[src/design/wsd_pkg.sv]
// ----------------------------------------------------------------------------
// wsd_pkg: shared types and constants for the websocket frame deframer
// parse phases, result kinds and the result record used across modules
// ----------------------------------------------------------------------------
package wsd_pkg;

   localparam int unsigned WSD_LENGTH_BITS = 64;
   localparam int unsigned WSD_LEN_OUT_W   = 63;

   localparam logic [7:0] WSD_FIN_BIT     = 8'b1000_0000;
   localparam logic [7:0] WSD_OPCODE_MASK = 8'b0000_1111;
   localparam logic [7:0] WSD_LEN7_MASK   = 8'b0111_1111;
   localparam logic [6:0] WSD_LEN7_EXT16  = 7'd126;
   localparam logic [6:0] WSD_LEN7_EXT64  = 7'd127;
   localparam logic [3:0] WSD_EXT16_BYTES = 4'd2;
   localparam logic [3:0] WSD_EXT64_BYTES = 4'd8;
   localparam logic [3:0] WSD_KEY_LAST    = 4'd3;

   typedef enum logic [2:0] {
      PH_BYTE0   = 3'd0,
      PH_BYTE1   = 3'd1,
      PH_EXTLEN  = 3'd2,
      PH_MASKKEY = 3'd3,
      PH_PAYLOAD = 3'd4
   } phase_type;

   typedef enum logic [1:0] {
      KIND_HEADER  = 2'd0,
      KIND_PAYLOAD = 2'd1,
      KIND_ERROR   = 2'd2
   } result_kind_type;

   typedef struct packed {
      result_kind_type            kind;
      logic                       fin_flag;
      logic [3:0]                 opcode;
      logic [WSD_LEN_OUT_W-1:0]   payload_length;
      logic [7:0]                 data_byte;
      logic                       last_byte;
   } result_type;

endpackage

[src/design/wsd_req_if.sv]
// ----------------------------------------------------------------------------
// wsd_req_if: received byte channel
// valid/ready handshake carrying one stream byte per beat
// ----------------------------------------------------------------------------
interface wsd_req_if;
   logic       valid;
   logic       ready;
   logic [7:0] rx_byte;

   modport source (output valid, output rx_byte, input ready);
   modport sink   (input valid, input rx_byte, output ready);
endinterface

[src/design/wsd_rsp_if.sv]
// ----------------------------------------------------------------------------
// wsd_rsp_if: deframer result channel
// valid/ready handshake carrying one header, payload or error result per beat
// ----------------------------------------------------------------------------
interface wsd_rsp_if;
   import wsd_pkg::*;

   logic                     valid;
   logic                     ready;
   logic [1:0]               result_kind;
   logic                     fin_flag;
   logic [3:0]               opcode;
   logic [WSD_LEN_OUT_W-1:0] payload_length;
   logic [7:0]               data_byte;
   logic                     last_byte;

   modport source (output valid, output result_kind, output fin_flag, output opcode,
                   output payload_length, output data_byte, output last_byte,
                   input ready);
   modport sink   (input valid, input result_kind, input fin_flag, input opcode,
                   input payload_length, input data_byte, input last_byte,
                   output ready);
endinterface

[src/design/wsd_parser.sv]
// ----------------------------------------------------------------------------
// wsd_parser: frame header parser and payload unmasker
// holds the frame state, advances one byte per accepted beat and forms the
// result for that byte
// ----------------------------------------------------------------------------
module wsd_parser #(
   parameter int unsigned LENGTH_BITS = wsd_pkg::WSD_LENGTH_BITS
) (
   input  logic                clock,
   input  logic                reset,
   input  logic                accept,
   input  logic [7:0]          rx_byte,
   output logic                res_valid,
   output wsd_pkg::result_type res
);
   import wsd_pkg::*;

   // bit 63 is reserved, so at most 63 length bits are kept
   localparam int unsigned LenW = (LENGTH_BITS >= 63) ? 63 : LENGTH_BITS;

   phase_type        phase_ff, phase_in;
   logic             fin_ff, fin_in;
   logic [3:0]       opcode_ff, opcode_in;
   logic [LenW-1:0]  length_ff, length_in;
   logic [3:0]       count_ff, count_in;
   logic             ext_long_ff, ext_long_in;
   logic [31:0]      key_ff, key_in;
   logic [LenW-1:0]  remaining_ff, remaining_in;

   logic [6:0]       len7;
   logic [3:0]       count_inc;
   logic [3:0]       ext_needed;
   logic             ext_done;
   logic             key_done;
   logic             length_zero;
   logic             payload_last;

   assign len7         = rx_byte[6:0] & WSD_LEN7_MASK[6:0];
   assign count_inc    = count_ff + 4'd1;
   assign ext_needed   = ext_long_ff ? WSD_EXT64_BYTES : WSD_EXT16_BYTES;
   assign ext_done     = (count_inc == ext_needed);
   assign key_done     = (count_ff == WSD_KEY_LAST);
   assign length_zero  = (length_ff == '0);
   assign payload_last = (remaining_ff == LenW'(1));

   // next phase
   always_comb begin
      phase_in = phase_ff;
      unique case (phase_ff)
         PH_BYTE0: begin
            phase_in = PH_BYTE1;
         end
         PH_BYTE1: begin
            if ((rx_byte & WSD_FIN_BIT) == 8'd0) begin
               phase_in = PH_BYTE0;
            end else if (len7 == WSD_LEN7_EXT16 || len7 == WSD_LEN7_EXT64) begin
               phase_in = PH_EXTLEN;
            end else begin
               phase_in = PH_MASKKEY;
            end
         end
         PH_EXTLEN: begin
            if (ext_done) begin
               phase_in = PH_MASKKEY;
            end
         end
         PH_MASKKEY: begin
            if (key_done) begin
               phase_in = length_zero ? PH_BYTE0 : PH_PAYLOAD;
            end
         end
         PH_PAYLOAD: begin
            if (payload_last) begin
               phase_in = PH_BYTE0;
            end
         end
         default: begin
            phase_in = PH_BYTE0;
         end
      endcase
   end

   // datapath and result
   always_comb begin
      fin_in       = fin_ff;
      opcode_in    = opcode_ff;
      length_in    = length_ff;
      count_in     = count_ff;
      ext_long_in  = ext_long_ff;
      key_in       = key_ff;
      remaining_in = remaining_ff;

      res_valid          = 1'b0;
      res.kind           = KIND_HEADER;
      res.fin_flag       = fin_ff;
      res.opcode         = opcode_ff;
      res.payload_length = '0;
      res.data_byte      = 8'd0;
      res.last_byte      = 1'b0;

      unique case (phase_ff)
         PH_BYTE0: begin
            fin_in    = (rx_byte & WSD_FIN_BIT) != 8'd0;
            opcode_in = rx_byte[3:0] & WSD_OPCODE_MASK[3:0];
         end
         PH_BYTE1: begin
            if ((rx_byte & WSD_FIN_BIT) == 8'd0) begin
               res_valid = 1'b1;
               res.kind  = KIND_ERROR;
            end else begin
               count_in    = 4'd0;
               ext_long_in = (len7 == WSD_LEN7_EXT64);
               key_in      = 32'd0;
               if (len7 == WSD_LEN7_EXT16 || len7 == WSD_LEN7_EXT64) begin
                  length_in = '0;
               end else begin
                  length_in = LenW'(len7);
               end
            end
         end
         PH_EXTLEN: begin
            // big-endian: each byte shifts in at the bottom
            length_in = {length_ff[LenW-9:0], rx_byte};
            count_in  = ext_done ? 4'd0 : count_inc;
         end
         PH_MASKKEY: begin
            key_in   = {key_ff[23:0], rx_byte};
            count_in = key_done ? 4'd0 : count_inc;
            if (key_done) begin
               res_valid          = 1'b1;
               res.kind           = KIND_HEADER;
               res.payload_length = WSD_LEN_OUT_W'(length_ff);
               res.last_byte      = length_zero;
               remaining_in       = length_ff;
            end
         end
         PH_PAYLOAD: begin
            // key rotates so the byte for the current index sits on top
            key_in        = {key_ff[23:0], key_ff[31:24]};
            remaining_in  = remaining_ff - LenW'(1);
            res_valid     = 1'b1;
            res.kind      = KIND_PAYLOAD;
            res.data_byte = rx_byte ^ key_ff[31:24];
            res.last_byte = payload_last;
         end
         default: begin
            res_valid = 1'b0;
         end
      endcase
   end

   always_ff @(posedge clock) begin
      if (reset) begin
         phase_ff     <= PH_BYTE0;
         fin_ff       <= 1'b0;
         opcode_ff    <= 4'd0;
         length_ff    <= '0;
         count_ff     <= 4'd0;
         ext_long_ff  <= 1'b0;
         key_ff       <= 32'd0;
         remaining_ff <= '0;
      end else if (accept) begin
         phase_ff     <= phase_in;
         fin_ff       <= fin_in;
         opcode_ff    <= opcode_in;
         length_ff    <= length_in;
         count_ff     <= count_in;
         ext_long_ff  <= ext_long_in;
         key_ff       <= key_in;
         remaining_ff <= remaining_in;
      end
   end

endmodule

[src/design/websocket_frame_deframer.sv]
// ----------------------------------------------------------------------------
// websocket_frame_deframer: receive-side websocket frame parser
// parses frame headers from a byte stream and unmasks payload bytes
// ----------------------------------------------------------------------------
//  channel   dir  handshake      payload
//  req_bus   in   valid/ready    rx_byte
//  rsp_bus   out  valid/ready    result_kind, fin_flag, opcode,
//                                payload_length, data_byte, last_byte
//
//  one byte per cycle unless stalled; a beat is parsed in the cycle
//  it is accepted; its result, if any, is in the output register next cycle
//  req_bus.ready is high while the output register is empty or being taken
//  synchronous reset returns the parser to waiting for byte 0 of a frame
// ----------------------------------------------------------------------------
module websocket_frame_deframer #(
   parameter int unsigned LENGTH_BITS = wsd_pkg::WSD_LENGTH_BITS
) (
   input  logic      clock,
   input  logic      reset,
   wsd_req_if.sink   req_bus,
   wsd_rsp_if.source rsp_bus
);
   import wsd_pkg::*;

   logic       accept;
   logic       res_valid;
   result_type res;

   logic       rsp_valid_ff, rsp_valid_in;
   result_type rsp_ff, rsp_in;

   assign req_bus.ready = !rsp_valid_ff || rsp_bus.ready;
   assign accept        = req_bus.valid && req_bus.ready;

   wsd_parser #(
      .LENGTH_BITS (LENGTH_BITS)
   ) u_parser (
      .clock     (clock),
      .reset     (reset),
      .accept    (accept),
      .rx_byte   (req_bus.rx_byte),
      .res_valid (res_valid),
      .res       (res)
   );

   always_comb begin
      rsp_valid_in = rsp_valid_ff;
      rsp_in       = rsp_ff;
      if (accept) begin
         rsp_valid_in = res_valid;
         rsp_in       = res;
      end else if (rsp_bus.ready) begin
         rsp_valid_in = 1'b0;
      end
   end

   always_ff @(posedge clock) begin
      if (reset) begin
         rsp_valid_ff <= 1'b0;
      end else begin
         rsp_valid_ff <= rsp_valid_in;
      end
   end

   always_ff @(posedge clock) begin
      rsp_ff <= rsp_in;
   end

   assign rsp_bus.valid          = rsp_valid_ff;
   assign rsp_bus.result_kind    = rsp_ff.kind;
   assign rsp_bus.fin_flag       = rsp_ff.fin_flag;
   assign rsp_bus.opcode         = rsp_ff.opcode;
   assign rsp_bus.payload_length = rsp_ff.payload_length;
   assign rsp_bus.data_byte      = rsp_ff.data_byte;
   assign rsp_bus.last_byte      = rsp_ff.last_byte;

   // error results carry only the byte 0 fields
   assert property (@(posedge clock) disable iff (reset)
      (rsp_valid_ff && rsp_ff.kind == KIND_ERROR) |->
         (rsp_ff.payload_length == '0 && rsp_ff.data_byte == 8'd0 && !rsp_ff.last_byte))
      else $error("error result carries length, data or last");

   // a header is marked last exactly when its length is zero
   assert property (@(posedge clock) disable iff (reset)
      (rsp_valid_ff && rsp_ff.kind == KIND_HEADER) |->
         (rsp_ff.last_byte == (rsp_ff.payload_length == '0)))
      else $error("header last flag disagrees with length");

   // a beat that makes no result leaves the output empty
   assert property (@(posedge clock) disable iff (reset)
      (accept && !res_valid) |=> !rsp_valid_ff)
      else $error("result appeared for a beat that makes none");

   // payload results never carry a length
   assert property (@(posedge clock) disable iff (reset)
      (rsp_valid_ff && rsp_ff.kind == KIND_PAYLOAD) |-> rsp_ff.payload_length == '0)
      else $error("payload result carries a length");

endmodule
[src/flat_wrapper.sv]
// flat-port wrapper written by rule: the top's interface ports become plain ports
module websocket_frame_deframer_flat import wsd_pkg::*;
#(
   parameter int unsigned LENGTH_BITS = wsd_pkg::WSD_LENGTH_BITS
)
  (clock, reset, req_bus_valid, req_bus_rx_byte, req_bus_ready, rsp_bus_valid, rsp_bus_result_kind, rsp_bus_fin_flag, rsp_bus_opcode, rsp_bus_payload_length, rsp_bus_data_byte, rsp_bus_last_byte, rsp_bus_ready);
  wsd_req_if req_bus_i ();
  wsd_rsp_if rsp_bus_i ();
  input  logic clock;
  input  logic reset;
  input wire logic [$bits(req_bus_i.valid)-1:0] req_bus_valid;
  input wire logic [$bits(req_bus_i.rx_byte)-1:0] req_bus_rx_byte;
  output wire logic [$bits(req_bus_i.ready)-1:0] req_bus_ready;
  output wire logic [$bits(rsp_bus_i.valid)-1:0] rsp_bus_valid;
  output wire logic [$bits(rsp_bus_i.result_kind)-1:0] rsp_bus_result_kind;
  output wire logic [$bits(rsp_bus_i.fin_flag)-1:0] rsp_bus_fin_flag;
  output wire logic [$bits(rsp_bus_i.opcode)-1:0] rsp_bus_opcode;
  output wire logic [$bits(rsp_bus_i.payload_length)-1:0] rsp_bus_payload_length;
  output wire logic [$bits(rsp_bus_i.data_byte)-1:0] rsp_bus_data_byte;
  output wire logic [$bits(rsp_bus_i.last_byte)-1:0] rsp_bus_last_byte;
  input wire logic [$bits(rsp_bus_i.ready)-1:0] rsp_bus_ready;
  assign req_bus_i.valid = req_bus_valid;
  assign req_bus_i.rx_byte = req_bus_rx_byte;
  assign req_bus_ready = req_bus_i.ready;
  assign rsp_bus_valid = rsp_bus_i.valid;
  assign rsp_bus_result_kind = rsp_bus_i.result_kind;
  assign rsp_bus_fin_flag = rsp_bus_i.fin_flag;
  assign rsp_bus_opcode = rsp_bus_i.opcode;
  assign rsp_bus_payload_length = rsp_bus_i.payload_length;
  assign rsp_bus_data_byte = rsp_bus_i.data_byte;
  assign rsp_bus_last_byte = rsp_bus_i.last_byte;
  assign rsp_bus_i.ready = rsp_bus_ready;
  websocket_frame_deframer #(.LENGTH_BITS(LENGTH_BITS)) u_core (.clock(clock), .reset(reset), .req_bus(req_bus_i), .rsp_bus(rsp_bus_i));
endmodule
[config.mk]
export PLATFORM = sky130hd
export DESIGN_NAME = websocket_frame_deframer_flat
export DESIGN_NICKNAME = d
export VERILOG_FILES = /design/src/design/wsd_pkg.sv /design/src/design/wsd_req_if.sv /design/src/design/wsd_rsp_if.sv /design/src/design/wsd_parser.sv /design/src/design/websocket_frame_deframer.sv /design/src/flat_wrapper.sv
export SDC_FILE = /design/constraint.sdc
export NUM_CORES = 1
export LEC_CHECK = 0
export BUFFER_PORTS_ARGS = -buffer_cell sky130_fd_sc_hd__clkbuf_2
export CAP_MARGIN = 5
export CORE_UTILIZATION = 40
export CTS_BUF_LIST = sky130_fd_sc_hd__clkbuf_2
export CTS_CLUSTER_SIZE = 28
export DETAILED_ROUTE_END_ITERATION = 8
export GPL_TIMING_DRIVEN = 0
export PLACE_DENSITY = 0.7
export SLEW_MARGIN = 20
export SYNTH_ARGS = -nofsm -noshare
export SYNTH_HDL_FRONTEND = slang
export SYNTH_SLANG_ARGS = --single-unit
[constraint.sdc]
create_clock -name clock -period 3.95 [get_ports clock]
set_clock_uncertainty 0.2 [all_clocks]
set_input_delay 0.1975 -clock clock [delete_from_list [all_inputs] [get_ports clock]]
set_output_delay 0.1975 -clock clock [all_outputs]
set_load 0.1 [all_outputs]
# Word level (Yosys, flattened, before mapping)
# Cells that the tools add are included.
word_totals:
  ff_bits: 251
  latch_bits: 0
  ramBits: 0
  romBits: 0
  in_bits: 12
  out_inout_bits: 81
  word_cells: 80
  n_memories: 0
op_classes:
  addsub: 2
  n_mul: 0
  n_div: 0
  n_lt_le_gt_ge: 0
  eq_ne: 13
  shifts: 0
  muxes: 28
  n_bitwise: 2
  n_reduce_logical: 20
ops:
  columns: ["op", "count"]
  rows:
  - ["63-bit case mux with 2 select lines", 2]
  - ["63-bit two-way mux", 2]
  - ["32-bit case mux with 3 select lines", 1]
  - ["63-bit by 1-bit equality test with 1-bit output, second input constant", 1]
  - ["63-bit zero test", 1]
  - ["63-bit by 1-bit subtractor with 63-bit output, second input constant", 1]
  - ["32-bit two-way mux", 1]
  - ["4-bit two-way mux", 4]
  - ["3-bit case mux with 5 select lines", 1]
  - ["3-bit AND reduction", 5]
  - ["7-bit equality test, second input constant", 2]
  - ["3-bit two-way mux", 4]
  - ["4-bit case mux with 3 select lines", 1]
  - ["8-bit zero test", 1]
  - ["2-bit != test, second input constant", 4]
  - ["8-bit XOR", 1]
  - ["7-bit two-way mux", 1]
  - ["3-bit by 2-bit equality test with 1-bit output, second input constant", 2]
  - ["1-bit two-way mux", 6]
  - ["2-bit nonzero test", 3]
  - ["3-bit nonzero test", 2]
  - ["4-bit by 1-bit adder with 4-bit output, second input constant", 1]
  - ["4-bit by 2-bit equality test with 1-bit output, second input constant", 1]
  - ["4-bit equality test", 1]
  - ["13 further kinds", 16]

# Depth between registers and ports, before layout
# Gate-level depths: netlist of run 1.
logic_depth:
  ltp_word: 5
  depth_mapped: 10
  mapped_depth_nobuf: 8

# Cells and area by module
# A second synthesis of run 1 with hierarchy kept.
unflattened:
  cells_unflattened: 1280
  area_unflattened_um2: 11578.6
modules_own_cells:
  columns: ["mod", "instances", "cells_each", "area_per_inst_um2", "seq_area_each_um2"]
  rows:
  - ["wsd_parser", 1, 1196, 9155.0, 3423.3]
  - ["websocket_frame_deframer", 1, 84, 2423.6, 2392.3]

# Worst setup path before layout of run 1
# OpenSTA, ideal clock, no wires.
synth_path:
  path_kind: "register -> register"
  from: "register u_core.rsp_valid_ff (netlist: u_core.rsp_bus.valid)"
  to: "register u_core.u_parser.remaining_ff[38]"
  setup_time_ps: 132
  t_arrival_ps: 4894
  required_ps: 3618
  path_slack_ps: -1276
  path_stages_with_launch: 10
  path_buffers: 2
  period_less_slack_ps: 5226
  cell_sequence: "dfxtp_1 -> nor2b_1 -> inv_1 -> nand2_1 -> inv_1 -> clkbuf_1 -> buf_1 -> nand2_1 -> mux2i_1 -> a21oi_1"
synth_between:
  elab_chain_len: 4
synth_lines:
  columns: ["item", "line", "source"]
  rows:
  - ["start, declared", "websocket_frame_deframer.sv:29", "logic rsp_valid_ff, rsp_valid_in;"]
  - ["start signal, assigned", "websocket_frame_deframer.sv:61", "rsp_valid_ff <= rsp_valid_in;"]
  - ["1-bit zero test", "websocket_frame_deframer.sv:32", "assign req_bus.ready = !rsp_valid_ff || rsp_bus.ready;"]
  - ["1-bit logical OR", "websocket_frame_deframer.sv:32", null]
  - ["net req_bus_ready", "flat_wrapper.sv:13", "output wire logic [$bits(req_bus_i.ready)-1:0] req_bus_ready;"]
  - ["1-bit logical AND", "websocket_frame_deframer.sv:33", "assign accept = req_bus.valid && req_bus.ready;"]
  - ["net u_core.accept", "websocket_frame_deframer.sv:25", "logic accept;"]
  - ["3-bit AND reduction (no line)", null, null]
  - ["end signal, assigned", "wsd_parser.sv:170", "remaining_ff <= remaining_in;"]
  - ["end, declared", "wsd_parser.sv:28", "logic [LenW-1:0] remaining_ff, remaining_in;"]
# The timed path passes the listed nets, and every way through them passes these cells.
# A chain may end at the register's enable or synchronous reset.

# Worst setup path after layout of run 1
layout_path:
  from: "register u_core.rsp_valid_ff (netlist: u_core.rsp_bus.valid)"
  to: "register u_core.u_parser.ext_long_ff"
layout_between:
  elab_chain_len: 4
layout_lines:
  columns: ["item", "line", "source"]
  rows:
  - ["1-bit zero test", "websocket_frame_deframer.sv:32", null]
  - ["1-bit logical OR", "websocket_frame_deframer.sv:32", null]
  - ["1-bit logical AND", "websocket_frame_deframer.sv:33", null]
  - ["net u_core.accept", "websocket_frame_deframer.sv:25", null]
  - ["3-bit AND reduction (no line)", null, null]
  - ["end signal, assigned", "wsd_parser.sv:168", "ext_long_ff <= ext_long_in;"]
  - ["end, declared", "wsd_parser.sv:26", "logic ext_long_ff, ext_long_in;"]
# The timed path passes the listed nets, and every way through them passes these cells.

==> summary.txt, run 1 <==
PwrDens: 395.2 mW/mm^2
CTS Sinks: 251
Setup TNS: 0 ns
Outcome: finished, final reports clean
Die Height: 168.8 um
Max cap viols: 0
Post-CTS setup buffers: 0
Vias per cell: 5.894
Grt met3 use: 0.06056
Largest fanout on the critical path: 31
First-pass GRT wire length: 55,810 um
Maximum clock rate: 277.7 MHz
Final Hold Fails: 0
Fin crit period: 3.602 ns
Fillers: 2,634
Register area share after synthesis: 0.5227
Post-Route WL: 36,800 um
WP data required: 4.54 ns
Synth top area share: 0.3095
Area of the multi-input gates: 0.004861 sq mm
Max clock buf depth: 3
CP Launch Type: register
Net count reported at finish: 1,365
Synth Cell Area: 0.01113 sq mm
Worst R2R Setup Slack: 0.35 ns
Hold_sp: req_bus_rx_byte[3]
Setup crit end kind: register
Seq cells post-synth: 251
Routed length per instance: 20.71 um
GPL Wtd Cong: 0.9757
R2R depth: 10
Grt met2 use: 0.4042
DP HPWL: 24,980 um
Unique cell type count in the Yosys netlist: 68
FFs w/ async S/R, synth: 0
Core Area: 0.02710 sq mm
Post-synthesis instance total: 1,168
Leading area contributor after synthesis: dfxtp_1
Clock Pin Slew Worst Setup and Hold Paths: 0.10 ns
Initial antenna violation count: 1
CTS tree: yes
Most Crowded Layer GR: met2
Cell row count: 60
Die Width: 168.8 um
Leak: 5.217 nW
Initial Utilization: 0.4105
Area Overhead vs Synth: 15.83%
Max H-tree Level: 3
Post-synth EDFFs: 79
CP Class: register to register
Crit share post-route: 0.9118
Register Area: 0.005816 sq mm
Worst vdd ir: 0.2582 mV
YS warnings: 0
Top-Level Pins: 93
Tightest Pin Transition: 1.035 ns
Endpoints failing setup: 0
Hold Path End: u_core.u_parser.opcode_ff[3]$_SDFFE_PP0P_
Max-slew headroom: 0.3098
FF-to-FF End: u_core.u_parser.ext_long_ff$_SDFFE_PP0P_
Met1 Use GR: 0.3252
Top cells by area, synth: dfxtp_1 31%, edfxtp_1 21%, a22oi_1 6.3%
Unrepaired setup endpoints after global routing: false
1st-iter DRT viols: 1,216
Total gr overflow: 0
Crit path launch: u_core.rsp_bus.valid$_SDFFE_PP0P_
Arr. time, crit path: 4.20 ns
Min-Delay Path Class: input port to register
Clk Latency, worst-skew pair: 0.88 ns
FF-to-FF Start: u_core.rsp_bus.valid$_SDFFE_PP0P_
Hold path cells: 4
Vias in the first global route: 9,883
Synth Net Count: 1,183
PortBufs: 90
DRC Markers: 0
Post-route setup slack: 0.3484 ns
CTS Buf Count: 69
Post-Syn Area per Cell: 9.525 sq um
Drt first pass iters: 8
Final Max Slew Viols: 0
Share of cells above drive strength 1: 0.1688
GRT Util Overall: 0.2565
Setup WS pre-CTS: 0.6125 ns
Total die area: 0.02849 sq mm
Ys flop type: dfxtp_1
Detail Route Antenna Nets: 0
Pin count of the biggest net entering global routing: 59
Clk root buf: clkbuf_2
Via Count: 10.47k
==> worst max-delay path by stage <==
stage                                                    endpoint
global placement    u_core.u_parser.remaining_ff[42]$_SDFFE_PP0P_
global route             u_core.u_parser.ext_long_ff$_SDFFE_PP0P_
CTS                     u_core.u_parser.length_ff[5]$_SDFFE_PP0P_
finish                   u_core.u_parser.ext_long_ff$_SDFFE_PP0P_
floorplan           u_core.u_parser.remaining_ff[38]$_SDFFE_PP0P_
detailed placement  u_core.u_parser.remaining_ff[30]$_SDFFE_PP0P_
==> flip-flops by register name, summed over array words and instances (netlist names) <==
register	cells
u_core.rsp_bus.result_kind	2
u_core.u_parser.remaining_ff	63
u_core.rsp_bus.payload_length	63
u_core.rsp_bus.valid	1
u_core.rsp_bus.last_byte	1
u_core.rsp_bus.fin_flag	1
u_core.rsp_bus.opcode	4
u_core.u_parser.length_ff	63
u_core.u_parser.phase_ff	3
u_core.u_parser.fin_ff	1
u_core.rsp_bus.data_byte	8
u_core.u_parser.count_ff	4
u_core.u_parser.key_ff	32
u_core.u_parser.opcode_ff	4
u_core.u_parser.ext_long_ff	1
==> cell type report <==
cell class                      instances  share of cell area
Inverter                               11            0.003204
Clock inverter                         20            0.006602
Clock buffer                          105             0.04078
Antenna cell                            1           0.0001942
Tap cell                              372             0.03612
Sequential cell                       251              0.4513
Buffer                                 93             0.03204
Multi-Input combinational cell        813              0.3772
Timing Repair Buffer                  111             0.05262
==> layer usage <==
layer  up-vias  part of all wire  wire (um)
met4         0             0.044       1610
met1      4957              0.41      14910
met3       117             0.096       3546
li1       4807                 -          -
met2       593              0.45      16730
met5         -                 0          0
==> per-stage QoR <==
step / cell area [sq um] / utilization / total power, W / hold slack, ns / std cells
floorplan: 11130 / - / 0.003181 / 0.1380 / 1168
CTS: 12880 / 0.4754 / 0.005107 / 0.03674 / 1776
global route: 12890 / 0.4755 / 0.005276 / 0.07635 / 1777
detailed placement: 12070 / 0.4455 / 0.003300 / 0.2267 / 1631
global placement: 12040 / 0.4444 / 0.003295 / 0.2261 / 1630
finish: 12890 / 0.4755 / 0.005093 / 0.08118 / 1777
==> critical path: stages (launching register included) <==
cell and delay (ns):
dfxtp_1 0.31, nor2b_1 0.17, inv_1 0.15, nand2_1 0.13
inv_1 0.09, clkbuf_1 0.60, buf_4 0.54, nand4_1 0.15
dlygate4sd3_1 0.59, a21oi_1 0.13, dlygate4sd3_1 0.56
==> cell usage in the layout, fill, tap and decap left out, drive strengths merged, types with 9 or more instances in the layout <==
cell type	netlist	routed
clkbuf	79	274
dfxtp	172	172
nor2	142	142
a22oi	94	94
edfxtp	79	79
a21oi	69	69
and3	68	68
nand2	65	65
nor3	51	51
nand3	44	44
nor4	39	39
o21ai	36	36
o22ai	23	23
dlygate4sd3	0	20
xnor2	17	17
clkinv	1	17
nand4	16	16
o221ai	15	15
buf	14	15
mux2i	14	14
inv	10	13
or3	10	10
a221oi	9	9
or4	9	9
==> Yosys cell counts, types with 4 or more instances <==
master	instances
a21oi_1	69
a221oi_1	9
a22oi_1	94
a31oi_1	5
and2_1	6
and3_1	68
and4_1	4
buf_1	9
clkbuf_1	75
clkbuf_8	4
dfxtp_1	172
edfxtp_1	79
inv_1	10
mux2i_1	14
nand2_1	65
nand2b_1	5
nand3_1	44
nand4_1	16
nand4b_1	4
nor2_1	142
nor3_1	48
nor3b_1	6
nor4_1	35
o21a_1	5
o21ai_0	34
o221ai_1	15
o22ai_1	23
or3_1	9
or4_1	8
xnor2_1	17
xor2_1	7
==> cell families (layout without fill, tap and decap cells) <==
logic type      count (synthesis)  in the layout  share of synthesized area
flops                         251            251                     0.5227
buf+inv                       104            340                    0.04037
xor+xnor                       24             24                    0.01889
compound gates                284            284                     0.1702
fa+ha+maj                       3              3                   0.003374
mux                            16             16                    0.01462
other cells                     0              1                          0
simple gates                  486            486                     0.2299
==> timing repair <==
item,in CTS,in global routing
hold endpoints to repair,106,0
hold buffers,20,0
setup endpoints to repair,0,4
gates resized for setup,0,2
==> power breakdown <==
group / leakage (nW) / total, W / switching, W / internal, W
Sequential: 2.20 / 0.00272 / 0.0000200 / 0.00270
Combinational: 2.53 / 0.000543 / 0.000442 / 0.000101
Clock: 0.486 / 0.00183 / 0.00112 / 0.000710
Power figures use the tool's default switching activity.
==> inputs of run 2 (changes only) <==
Settings changed: CTS_BUF_LIST sky130_fd_sc_hd__clkbuf_2 to not set.
==> run 2 against run 1 <==
Wire length decreased by 1.6%. Sequential share of layout area decreased by 0.58 points. Critical path depth unchanged. First-iteration DRC count increased by 2.3%. Cell count decreased by 4.8%. Count of clock-buffer cells in the layout decreased by 67. Setup slack improved by 0.12 ns. Utilization increased by 0.62 points. Total power increased by 14%. Global-route usage decreased by 0.58 points. Hold slack got worse by 0.059 ns. Largest cell class unchanged.
==> summary.txt, run 2 (synthesis results as in run 1) <==
Fin crit period: 3.479 ns (-0.1224 ns)
Unrepaired setup endpoints after global routing: false
Clock Pin Slew Worst Setup and Hold Paths: 0.06 ns (-0.04 ns)
Die Height: 168.8 um (unchanged)
Clk root buf: clkbuf_16
Post-Route WL: 36,200 um (-1.6%)
Routed length per instance: 21.41 um (+3.4%)
Final Hold Fails: 0 (unchanged)
CTS Sinks: 251 (unchanged)
Max clock buf depth: 3 (unchanged)
CTS Buf Count: 27 (-61%)
Share of cells above drive strength 1: 0.1243 (-0.04447)
Post_cts resized: 0 (unchanged)
Most common cell after layout, fill and taps aside: dfxtp_1
GRT Util Overall: 0.2507 (-0.005765)
Buf+Inv Stages, Crit Path: 4 (-2)
Largest fanout on the critical path: 10 (-68%)
Clk Latency, worst-skew pair: 0.54 ns (-0.34 ns)
Outcome: finished, final reports clean
Pin count of the biggest net entering global routing: 59 (unchanged)
Post-CTS setup buffers: 0 (unchanged)
Setup WS pre-CTS: 0.6125 ns (unchanged)
GPL Wtd Cong: 0.9757 (unchanged)
CP Class: register to register
Endpoints failing setup: 0 (unchanged)
Final Core Density: 0.4817 (+0.006186)
CP Launch Type: register
Arr. time, crit path: 3.71 ns (-0.49 ns)
Max-slew headroom: 0.3212 (+0.01137)
Crit-path slowest cell: clkbuf_1
Setup TNS: 0 ns (unchanged)
Net count reported at finish: 1,313 (-3.8%)
DP HPWL: 24,980 um (unchanged)
Total gr overflow: 0 (unchanged)
# hold bufs at CTS: 10 (-50%)
Worst vdd ir: 0.2667 mV (+3.3%)
CTS tree: yes
Drt first pass iters: 6 (-2)
DRC Markers: 0 (unchanged)
Tightest Pin Transition: 1.009 ns (-0.02636 ns)
Total die area: 0.02849 sq mm (unchanged)
Die Width: 168.8 um (unchanged)
Top-Level Pins: 93 (unchanged)
Crit share post-route: 0.8808 (-0.03098)
PwrDens: 443.3 mW/mm^2 (+12%)
Via Count: 10.12k (-3.4%)
Most frequent cells in the layout: 172 x dfxtp_1, 142 x nor2_1, 94 x a22oi_1
Maximum clock rate: 287.4 MHz (+3.5%)
CP max stage delay: 0.58 ns (-0.02 ns)
Cell row count: 60 (unchanged)
Initial antenna violation count: 0 (-1)
Max H-tree Level: 1 (-2)
Area Overhead vs Synth: 17.34%
Most used cell, CP: clkbuf_1
Initial Utilization: 0.4105 (unchanged)
Min-Delay Path Class: input port to register
Pwr Total: 0.005787 W (+14%)
Detail Route Antenna Nets: 0 (unchanged)
WP data required: 4.18 ns (-0.36 ns)
Post-route setup slack: 0.4708 ns (+0.1224 ns)
Core Area: 0.02710 sq mm (unchanged)
Antenna cells: 0 (-1)
First-pass GRT wire length: 55,060 um (-1.3%)
Max cap viols: 0 (unchanged)
Vias in the first global route: 9,491 (-4.0%)
Vias per cell: 5.984 (+1.5%)
PortBufs: 90 (unchanged)
Leak: 5.123 nW (-1.8%)
1st-iter DRT viols: 1,244 (+2.3%)
CP Cell Sequence: clkbuf_1 > and3b_1 > clkbuf_1 > and2_1 > clkbuf_1 > o21a_1 > clkbuf_1 > o21ai_0 > a21oi_1 > nor2_1
Final Max Slew Viols: 0 (unchanged)
Setup crit end kind: register
Critical path's top delay family: buffers and inverters
WHS: 0.02224 ns (-0.05895 ns)
-- run 2: stage by stage --
stage,instance area [sq um],instances
floorplan,11130,1168
global placement,12040,1630
detailed placement,12070,1631
CTS,13060,1691
global route,13060,1691
finish,13060,1691
-- run 2: final timing paths --
path                                                  from                                            to  slack (ns)  depth (start not counted)
setup / recovery  u_core.u_parser.phase_ff[0]$_SDFFE_PP0P_  u_core.u_parser.remaining_ff[4]$_SDFFE_PP0P_        0.47                         10
hold / removal                          req_bus_rx_byte[7]           u_core.u_parser.fin_ff$_SDFFE_PP0P_        0.02                          3
setup reg to reg  u_core.u_parser.phase_ff[0]$_SDFFE_PP0P_  u_core.u_parser.remaining_ff[4]$_SDFFE_PP0P_        0.47                         10
hold reg to reg        u_core.u_parser.fin_ff$_SDFFE_PP0P_             u_core.rsp_bus.fin_flag$_DFFE_PP_        0.24                          0
-- run 2: layout make-up --
cell class                 count  area [sq um]
buffer                        93         411.6
clock inverter                12         125.1
tap                          372         465.4
timing repair buffer         101         578.1
clock buffer                  38         757.0
inverter                      11         41.29
multi-input combinational    813          4861
sequential                   251          5816
fill                        2575         14050
-- run 2: power by group --
group / switching, W / internal (W)
sequential: 0.0000201 / 0.00270
clock: 0.00106 / 0.00147
combinational: 0.000439 / 0.0000959
total: 0.00152 / 0.00427
-- run 2: worst register-to-register path, delay by kind of cell (launching register included) --
family	cells	cell delay, ns
AND/OR/NAND/NOR	3	0.46
buffers and inverters	4	1.57
flip-flops	1	0.31
AO/OA/AOI/OAI	3	0.84
-- run 2: layer usage --
layer	global-route usage	up-vias	routed length, um
li1	-	4653	-
met3	0.04045	102	3302
met2	0.3990	532	16260
met5	0	-	0
met4	0.1194	0	1686
met1	0.3329	4832	14950
